File: src/sv/u8n1_pkg.sv
// shared types, codes and constants of the half-duplex 8n1 uart
package u8n1_pkg;

  localparam int DATA_BITS    = 8;
  localparam int COUNTER_BITS = 16;
  localparam int FRAME_BITS   = DATA_BITS + 2;
  localparam int BITS_W       = 4;

  localparam logic [COUNTER_BITS-1:0] PERIOD_RESET = COUNTER_BITS'(104);
  localparam logic [COUNTER_BITS-1:0] PERIOD_MIN   = COUNTER_BITS'(4);

  localparam logic [1:0] CMD_TICK = 2'd0;
  localparam logic [1:0] CMD_SEND = 2'd1;
  localparam logic [1:0] CMD_TAKE = 2'd2;

  localparam logic [1:0] MODE_IDLE = 2'd0;
  localparam logic [1:0] MODE_RX   = 2'd1;
  localparam logic [1:0] MODE_TX   = 2'd2;

  typedef struct packed {
    logic                 tx_line;
    logic                 send_accepted;
    logic [DATA_BITS-1:0] received_data;
    logic                 received_valid;
    logic                 byte_ready;
    logic                 busy_receiving;
    logic                 busy_sending;
  } res_t;

endpackage

File: src/sv/u8n1_in_if.sv
// input channel: one tick item with command, receive level and send byte
interface u8n1_in_if;
  logic                          valid;
  logic                          ready;
  logic [1:0]                    command;
  logic                          rx_level;
  logic [u8n1_pkg::DATA_BITS-1:0] send_data;

  modport source (output valid, output command, output rx_level, output send_data,
                  input ready);
  modport sink (input valid, input command, input rx_level, input send_data,
                output ready);
endinterface

File: src/sv/u8n1_out_if.sv
// result channel: line level and status after each tick
interface u8n1_out_if;
  logic                          valid;
  logic                          ready;
  logic                          tx_line;
  logic                          send_accepted;
  logic [u8n1_pkg::DATA_BITS-1:0] received_data;
  logic                          received_valid;
  logic                          byte_ready;
  logic                          busy_receiving;
  logic                          busy_sending;

  modport source (output valid, output tx_line, output send_accepted,
                  output received_data, output received_valid, output byte_ready,
                  output busy_receiving, output busy_sending, input ready);
  modport sink (input valid, input tx_line, input send_accepted,
                input received_data, input received_valid, input byte_ready,
                input busy_receiving, input busy_sending, output ready);
endinterface

File: src/sv/u8n1_engine.sv
// uart state, shared bit timer and per-tick next-state and result logic
module u8n1_engine (
  input  logic                                clk,
  input  logic                                rst_n,
  input  logic                                step,
  input  logic [1:0]                          command,
  input  logic                                rx_level,
  input  logic [u8n1_pkg::DATA_BITS-1:0]      send_data,
  input  logic                                cfg_we,
  input  logic [u8n1_pkg::COUNTER_BITS-1:0]   cfg_data,
  output u8n1_pkg::res_t                      res
);

  localparam int CW = u8n1_pkg::COUNTER_BITS;
  localparam int DW = u8n1_pkg::DATA_BITS;
  localparam int FW = u8n1_pkg::FRAME_BITS;
  localparam int BW = u8n1_pkg::BITS_W;

  logic [CW-1:0] period_r;
  logic [1:0]    mode_r, mode_nxt;
  logic [CW-1:0] cnt_r, cnt_nxt;
  logic [BW-1:0] bits_r, bits_nxt;
  logic [FW-1:0] tx_sh_r, tx_sh_nxt;
  logic [FW-1:0] rx_sh_r, rx_sh_nxt;
  logic [DW-1:0] held_r, held_nxt;
  logic          rdy_r, rdy_nxt;
  logic          prev_rx_r, prev_rx_nxt;
  logic          line_r, line_nxt;

  logic [CW-1:0] period;
  logic [CW-1:0] period_m1;
  logic [CW-1:0] half_m1;
  logic [FW-1:0] rx_shifted;
  logic          accepted;
  logic          taken;

  always_comb begin
    period    = (period_r < u8n1_pkg::PERIOD_MIN) ? u8n1_pkg::PERIOD_MIN : period_r;
    period_m1 = period - CW'(1);
    half_m1   = (period >> 1) - CW'(1);
    rx_shifted = {rx_level, rx_sh_r[FW-1:1]};

    mode_nxt    = mode_r;
    cnt_nxt     = cnt_r;
    bits_nxt    = bits_r;
    tx_sh_nxt   = tx_sh_r;
    rx_sh_nxt   = rx_sh_r;
    held_nxt    = held_r;
    rdy_nxt     = rdy_r;
    line_nxt    = line_r;
    prev_rx_nxt = rx_level;
    accepted    = 1'b0;
    taken       = 1'b0;

    // take acts before a frame end in the same tick
    if (command == u8n1_pkg::CMD_TAKE && rdy_r) begin
      taken   = 1'b1;
      rdy_nxt = 1'b0;
    end

    unique case (mode_r)
      u8n1_pkg::MODE_TX: begin
        if (cnt_r != '0) begin
          cnt_nxt = cnt_r - CW'(1);
        end else if (bits_r == '0) begin
          mode_nxt = u8n1_pkg::MODE_IDLE;
          line_nxt = 1'b1;
        end else begin
          line_nxt  = tx_sh_r[0];
          tx_sh_nxt = {1'b0, tx_sh_r[FW-1:1]};
          bits_nxt  = bits_r - BW'(1);
          cnt_nxt   = period_m1;
        end
      end
      u8n1_pkg::MODE_RX: begin
        if (cnt_r != '0) begin
          cnt_nxt = cnt_r - CW'(1);
        end else begin
          rx_sh_nxt = rx_shifted;
          bits_nxt  = bits_r - BW'(1);
          cnt_nxt   = period_m1;
          if (bits_r == BW'(1)) begin
            mode_nxt = u8n1_pkg::MODE_IDLE;
            // keep the frame only with a low start and a high stop sample
            if (!rx_shifted[0] && rx_shifted[FW-1]) begin
              held_nxt = rx_shifted[DW:1];
              rdy_nxt  = 1'b1;
            end
          end
        end
      end
      default: begin
        if (command == u8n1_pkg::CMD_SEND) begin
          accepted  = 1'b1;
          mode_nxt  = u8n1_pkg::MODE_TX;
          line_nxt  = 1'b0;
          tx_sh_nxt = {1'b0, 1'b1, send_data};
          bits_nxt  = BW'(DW + 1);
          cnt_nxt   = period_m1;
        end else if (prev_rx_r && !rx_level) begin
          mode_nxt  = u8n1_pkg::MODE_RX;
          rx_sh_nxt = '0;
          bits_nxt  = BW'(FW);
          cnt_nxt   = half_m1;
        end
      end
    endcase

    res.tx_line        = line_nxt;
    res.send_accepted  = accepted;
    res.received_data  = taken ? held_r : held_nxt;
    res.received_valid = taken;
    res.byte_ready     = rdy_nxt;
    res.busy_receiving = (mode_nxt == u8n1_pkg::MODE_RX);
    res.busy_sending   = (mode_nxt == u8n1_pkg::MODE_TX);
  end

  always_ff @(posedge clk) begin
    if (!rst_n) begin
      period_r <= u8n1_pkg::PERIOD_RESET;
    end else if (cfg_we) begin
      period_r <= cfg_data;
    end
  end

  always_ff @(posedge clk) begin
    if (!rst_n) begin
      mode_r    <= u8n1_pkg::MODE_IDLE;
      cnt_r     <= '0;
      bits_r    <= '0;
      tx_sh_r   <= '1;
      rx_sh_r   <= '0;
      held_r    <= '0;
      rdy_r     <= 1'b0;
      prev_rx_r <= 1'b1;
      line_r    <= 1'b1;
    end else if (step) begin
      mode_r    <= mode_nxt;
      cnt_r     <= cnt_nxt;
      bits_r    <= bits_nxt;
      tx_sh_r   <= tx_sh_nxt;
      rx_sh_r   <= rx_sh_nxt;
      held_r    <= held_nxt;
      rdy_r     <= rdy_nxt;
      prev_rx_r <= prev_rx_nxt;
      line_r    <= line_nxt;
    end
  end

endmodule

File: src/sv/u8n1_out_reg.sv
// result register that parts the input side from a stalled receiver
module u8n1_out_reg (
  input  logic           clk,
  input  logic           rst_n,
  input  logic           in_valid,
  output logic           in_ready,
  input  u8n1_pkg::res_t in_res,
  output logic           out_valid,
  input  logic           out_ready,
  output u8n1_pkg::res_t out_res
);

  logic           valid_r;
  u8n1_pkg::res_t res_r;

  // refill in the same cycle the held result is taken
  assign in_ready  = !valid_r || out_ready;
  assign out_valid = valid_r;
  assign out_res   = res_r;

  always_ff @(posedge clk) begin
    if (!rst_n) begin
      valid_r <= 1'b0;
    end else if (in_ready) begin
      valid_r <= in_valid;
    end
  end

  always_ff @(posedge clk) begin
    if (in_valid && in_ready) begin
      res_r <= in_res;
    end
  end

endmodule

File: src/sv/uart_8n1_half_duplex.sv
// top level of the half-duplex 8n1 uart with one shared bit timer
//
// each transfer on in_ch is one clock tick of the serial side: a command
// (tick, send, take), the sampled receive level and the byte to send.
// every input transfer yields exactly one result on out_ch: the transmit
// line level, send and take acknowledges, the held byte and busy flags,
// all as they stand after that tick.
// the result is registered and offered in the cycle after the input
// transfer. throughput is one item per cycle while out_ch takes results;
// the single result register lets a new item in during the same cycle
// the waiting result is taken.
// if out_ch stalls, in_ch.ready drops once the result register is full and
// the uart state holds still, so no tick is lost or repeated.
// cfg_we writes cfg_data to the bit period (ticks per bit, values below 4
// act as 4); write it only while no item is in flight.
// synchronous reset clears the state at once: idle, line high, no byte
// ready, held byte zero, bit period 104. no clearing pass follows.
module uart_8n1_half_duplex (
  input  logic                              clk,
  input  logic                              rst_n,
  u8n1_in_if.sink                           in_ch,
  u8n1_out_if.source                        out_ch,
  input  logic                              cfg_we,
  input  logic [u8n1_pkg::COUNTER_BITS-1:0] cfg_data
);

  u8n1_pkg::res_t res;
  u8n1_pkg::res_t res_q;
  logic           in_ready;
  logic           step;

  assign in_ch.ready = in_ready;
  assign step        = in_ch.valid && in_ready;

  u8n1_engine u_engine (
    .clk       (clk),
    .rst_n     (rst_n),
    .step      (step),
    .command   (in_ch.command),
    .rx_level  (in_ch.rx_level),
    .send_data (in_ch.send_data),
    .cfg_we    (cfg_we),
    .cfg_data  (cfg_data),
    .res       (res)
  );

  u8n1_out_reg u_out_reg (
    .clk       (clk),
    .rst_n     (rst_n),
    .in_valid  (in_ch.valid),
    .in_ready  (in_ready),
    .in_res    (res),
    .out_valid (out_ch.valid),
    .out_ready (out_ch.ready),
    .out_res   (res_q)
  );

  assign out_ch.tx_line        = res_q.tx_line;
  assign out_ch.send_accepted  = res_q.send_accepted;
  assign out_ch.received_data  = res_q.received_data;
  assign out_ch.received_valid = res_q.received_valid;
  assign out_ch.byte_ready     = res_q.byte_ready;
  assign out_ch.busy_receiving = res_q.busy_receiving;
  assign out_ch.busy_sending   = res_q.busy_sending;

endmodule

File: src/flat_wrapper.sv
// flat-port wrapper written by rule: the top's interface ports become plain ports
module uart_8n1_half_duplex_flat 
  (clk, rst_n, cfg_we, cfg_data, in_ch_valid, in_ch_command, in_ch_rx_level, in_ch_send_data, in_ch_ready, out_ch_valid, out_ch_tx_line, out_ch_send_accepted, out_ch_received_data, out_ch_received_valid, out_ch_byte_ready, out_ch_busy_receiving, out_ch_busy_sending, out_ch_ready);
  u8n1_in_if in_ch_i ();
  u8n1_out_if out_ch_i ();
  input  logic clk;
  input  logic rst_n;
  input  logic cfg_we;
  input  logic [u8n1_pkg::COUNTER_BITS-1:0] cfg_data;
  input wire logic [$bits(in_ch_i.valid)-1:0] in_ch_valid;
  input wire logic [$bits(in_ch_i.command)-1:0] in_ch_command;
  input wire logic [$bits(in_ch_i.rx_level)-1:0] in_ch_rx_level;
  input wire logic [$bits(in_ch_i.send_data)-1:0] in_ch_send_data;
  output wire logic [$bits(in_ch_i.ready)-1:0] in_ch_ready;
  output wire logic [$bits(out_ch_i.valid)-1:0] out_ch_valid;
  output wire logic [$bits(out_ch_i.tx_line)-1:0] out_ch_tx_line;
  output wire logic [$bits(out_ch_i.send_accepted)-1:0] out_ch_send_accepted;
  output wire logic [$bits(out_ch_i.received_data)-1:0] out_ch_received_data;
  output wire logic [$bits(out_ch_i.received_valid)-1:0] out_ch_received_valid;
  output wire logic [$bits(out_ch_i.byte_ready)-1:0] out_ch_byte_ready;
  output wire logic [$bits(out_ch_i.busy_receiving)-1:0] out_ch_busy_receiving;
  output wire logic [$bits(out_ch_i.busy_sending)-1:0] out_ch_busy_sending;
  input wire logic [$bits(out_ch_i.ready)-1:0] out_ch_ready;
  assign in_ch_i.valid = in_ch_valid;
  assign in_ch_i.command = in_ch_command;
  assign in_ch_i.rx_level = in_ch_rx_level;
  assign in_ch_i.send_data = in_ch_send_data;
  assign in_ch_ready = in_ch_i.ready;
  assign out_ch_valid = out_ch_i.valid;
  assign out_ch_tx_line = out_ch_i.tx_line;
  assign out_ch_send_accepted = out_ch_i.send_accepted;
  assign out_ch_received_data = out_ch_i.received_data;
  assign out_ch_received_valid = out_ch_i.received_valid;
  assign out_ch_byte_ready = out_ch_i.byte_ready;
  assign out_ch_busy_receiving = out_ch_i.busy_receiving;
  assign out_ch_busy_sending = out_ch_i.busy_sending;
  assign out_ch_i.ready = out_ch_ready;
  uart_8n1_half_duplex u_core (.clk(clk), .rst_n(rst_n), .in_ch(in_ch_i), .out_ch(out_ch_i), .cfg_we(cfg_we), .cfg_data(cfg_data));
endmodule
File: config.mk
export PLATFORM = sky130hd
export DESIGN_NAME = uart_8n1_half_duplex_flat
export DESIGN_NICKNAME = d
export VERILOG_FILES = /design/src/sv/u8n1_pkg.sv /design/src/sv/u8n1_in_if.sv /design/src/sv/u8n1_out_if.sv /design/src/sv/u8n1_engine.sv /design/src/sv/u8n1_out_reg.sv /design/src/sv/uart_8n1_half_duplex.sv /design/src/flat_wrapper.sv
export SDC_FILE = /design/constraint.sdc
export NUM_CORES = 1
export LEC_CHECK = 0
export BUFFER_PORTS_ARGS = -buffer_cell sky130_fd_sc_hd__buf_2
export CAP_MARGIN = 20
export CORE_ASPECT_RATIO = 0.7
export CORE_MARGIN = 2
export CORE_UTILIZATION = 35
export CTS_CLUSTER_DIAMETER = 100
export DETAILED_ROUTE_END_ITERATION = 10
export HOLD_SLACK_MARGIN = 0.12
export PLACE_DENSITY = 0.56
export RECOVER_POWER = 50
export SYNTH_ARGS = -nofsm -noshare
export SYNTH_HDL_FRONTEND = slang
export SYNTH_HIERARCHICAL = 1
export SYNTH_SLANG_ARGS = --single-unit
export TNS_END_PERCENT = 20
File: constraint.sdc
create_clock -name clk -period 3.5 [get_ports clk]
set_input_delay 0.175 -clock clk [delete_from_list [all_inputs] [get_ports clk]]
set_output_delay 0.175 -clock clk [all_outputs]
set_load 0.02 [all_outputs]
==> results by group <==
Yosys
  • Largest area contributor in the netlist: dfxtp_1
  • Synth unique cells: 65
  • Synth top area cells: dfxtp_1 30%, edfxtp_1 9.1%, mux2i_1 7.8%
  • EDFF count, synth: 14
  • Main synth FF type: dfxtp_1
  • Avg Inst Size Synth: 8.821 µm²
  • Synth Register Bits: 83
  • Post-Syn Nets: 561
  • Count leader, synth: dfxtp_1
  • Synth top area share: 30.06%
  • Synthesis Warnings: 6
  • Most frequent cells after synthesis: 69 x dfxtp_1, 55 x nor2_1, 50 x nand2_1
  • Asr flop ratio synth: 0%
  • Syn Inst Count: 521
  • Sequential area share after synthesis: 39.21%
  • Mapped Area: 0.004596 mm²

Pwr
  • Comb power frac: 21.6%
  • Net switching power: 789.8 µW
  • Cell Pwr Density: 465.1 mW/mm²
  • Worst-case vdd ir drop: 0.2457 mV
  • Sw Ratio: 31.36%
  • Static leakage: 0.002154 µW
  • Sequential power share: 42.9%
  • Pint: 1729 µW
  • Clock Power Share: 35.5%

Route
  • Drt wl/cell: 16.68 µm
  • ANT nets after route: 0
  • TritonRoute pass-1 iters: 5
  • Initial DRC Count: 442
  • Residual DRC count: 0
  • Via count: 4105
  • Vias/cell: 5.510
  • Routed wire length: 12430 µm

STA
  • Hold Fails Final Rpt: 0
  • Slew @ Worst Pin: 1483 ps
  • # setup viols final: 0
  • TNS Setup: 0 ps
  • Clk_skew: 11.03 ps
  • Tmin final: 3238 ps
  • RSZ-0062 raised after global routing: false
  • Final Cycle Share: 92.52%
  • Max frequency: 0.3088 GHz
  • Final worst slack: 261.9 ps
  • Slew Limit Fails: 0
  • Slew headroom: 1.154%

Clock tree
  • Clk root buf: clkbuf_16
  • H-Tree Depth: 3
  • Clock transition at the registers of the reported paths: 70 ps
  • Setup Fix Bufs, Post-CTS: 0
  • CTS tree: done
  • Clk sinks: 83
  • Maximum root-to-sink buffer count: 2
  • Clk Latency, worst-skew pair: 340 ps
  • CTS Buf Count: 9

Setup path
  • CP max-delay cell: nor4_1
  • Worst Path Arrival: 3520 ps
  • Buf/Inv on CP: 0
  • R2r worst-path depth: 11
  • Setup CP Type: flip-flop to flip-flop
  • Reg2reg setup slack: 260 ps
  • Critical Path Most Common Cell: nand2_1
  • CP top delay family: simple AND/OR/NAND/NOR gates
  • Worst-path cell chain: nor4_1 > and4b_1 > nand2_1 > nand2_1 > ha_1 > nor2b_1 > nand3_1 > or3_1 > or4_1 > o211ai_1 > o221a_2
  • Worst reg2reg path startpoint: u_core/u_engine/period_r[15]
  • Worst Setup End Kind: flip-flop
  • RR Endpoint: u_core/u_engine/cnt_r[11]
  • Startpoint types: flip-flop
  • Critical Path RT: 3780 ps
  • Critical Path Max Stage Delay: 450 ps
  • Worst-path maximum fanout: 5

Floorplanning
  • Die area: 0.01408 mm²
  • Initial core utilization: 36.37%
  • Die width: 141.0 µm
  • Row cnt: 34
  • Die extent in y: 99.87 µm
  • Core footprint: 0.01263 mm²
  • Io pins: 48

Global routing
  • Vias in the first global route: 3831
  • Largest net degree at the start of global routing: 33
  • Global-route wire length before repair: 20460 µm
  • Initial antenna violation count: 0
  • GRT Overall Usage: 18.41%
  • Remaining global-route overflow: 0

Job
  • Total of max-cap violations: 0

Min path
  • WHS Path Cells: 4
  • Worst min path class: input pin to flip-flop
  • Hold Path End: u_core/u_engine/tx_sh_r[4]
  • Worst Hold Launch: in_ch_send_data[4]

Place
  • Hpwl dp: 9168 µm
  • Pre-CTS WS: 396.4 ps
  • Routability Congestion: 0.9138
  • Placed cell count: 709
  • Buffers added on ports: 47

Outcome
  • Outcome: complete, no violations

Layout
  • Layout cell share with drive strength beyond 1: 14.92%
  • Synth-to-Final Area Change: 17.83%
  • # diodes: 0
  • Post-Route Utilization: 42.86%
  • Nets: 618
  • Cell Count, Final, Fillers Out: 745
## power groups by stage
stage	Combinational (µW)	Clock, µW	Sequential [µW]
3_5_place_dp	535	0	1100
4_1_cts	555	921	1080
3_3_place_gp	529	0	1100
5_1_grt	599	967	1090
2_1_floorplan	389	0	1090
6_report	543	894	1080
## routing by layer
metal  track usage (%)  share of wire, %
met5                 0                 0
met4             4.385               1.2
met3             4.914               7.5
met2             26.27                41
met1             27.54                51
## worst min-delay path: stages
cell     delay [ps]
buf_2            70
mux2_2          130
mux2i_1          60
nand2_1          50
## worst max-delay path by stage
stage / slack, ps / end / from / cells past startpoint
2_1_floorplan: 60 / u_core/u_engine/cnt_r[11] / u_core/u_engine/period_r[9] / 14
3_3_place_gp: 500 / u_core/u_engine/cnt_r[11] / u_core/u_engine/period_r[15] / 11
3_5_place_dp: 400 / u_core/u_engine/cnt_r[11] / u_core/u_engine/period_r[15] / 11
4_1_cts: 340 / u_core/u_engine/cnt_r[11] / u_core/u_engine/period_r[3] / 11
5_1_grt: 70 / u_core/u_engine/cnt_r[11] / u_core/u_engine/period_r[3] / 11
6_report: 260 / u_core/u_engine/cnt_r[11] / u_core/u_engine/period_r[15] / 11
## cell families (layout without fill, tap and decap cells)
group	count (synthesis)	in the layout	share of synthesized area [%]
flops	83	83	39.20
simple gates	175	175	19.38
fa+ha+maj	8	8	2.178
mux	52	52	11.76
buf+inv	55	117	5.009
xor+xnor	26	26	4.955
compound gates	122	122	17.51
## cells in the final DEF (no fill, tap or decap), types with 3 or more instances in the layout
cell	count
buf_2	30
nand2_1	50
nand2b_1	7
buf_4	13
a21oi_1	35
or3_1	6
nor2_1	55
mux2_2	16
edfxtp_1	14
nor4_1	8
or4_1	5
dfxtp_1	69
o21ai_0	22
xnor2_1	11
a31oi_1	6
dlygate4sd3_1	19
o221a_2	4
clkbuf_16	9
a22oi_1	11
mux2i_1	36
nor3_1	17
o211ai_1	6
a211oi_1	5
nand3_1	7
a2111oi_0	3
inv_6	4
xor2_1	15
o22ai_1	4
clkbuf_1	22
ha_1	8
inv_1	16
## final cells by class
cell class / count / area, µm²
Tap cell: 162 / 202.7
Clock inverter: 6 / 45.04
Inverter: 17 / 63.81
Sequential cell: 83 / 1802
Timing Repair Buffer: 84 / 528.0
Multi-Input combinational cell: 383 / 2545
Clock buffer: 10 / 229.0
Fill cell: 1261 / 7219
## stage by stage
stage	total power [µW]	hold slack, ps	area (µm²)
CTS	2555	168.5	5465
floorplan	1482	303.5	4603
global route	2656	191.6	5415
detailed placement	1635	402.8	5001
finish	2518	174.9	5415
global placement	1627	395.8	5001
## what timing repair did
action | CTS | global route
endpoints found under the hold margin | 18 | 0
gates resized for setup | 0 | 0
hold buffers | 19 | 0
## registers in the layout (all words and copies together), names as in the netlist
name,cells
u_core/u_out_reg/out_res,14
u_core/u_engine/tx_sh_r,10
u_core/u_engine/mode_r,2
u_core/u_engine/bits_r,4
u_core/u_engine/held_r,8
u_core/u_engine/line_r,1
u_core/u_out_reg/out_valid,1
u_core/u_engine/cnt_r,16
u_core/u_engine/rx_sh_r,9
u_core/u_engine/rdy_r,1
u_core/u_engine/period_r,16
u_core/u_engine/prev_rx_r,1
Note: power is estimated with default switching activity, not from simulation.
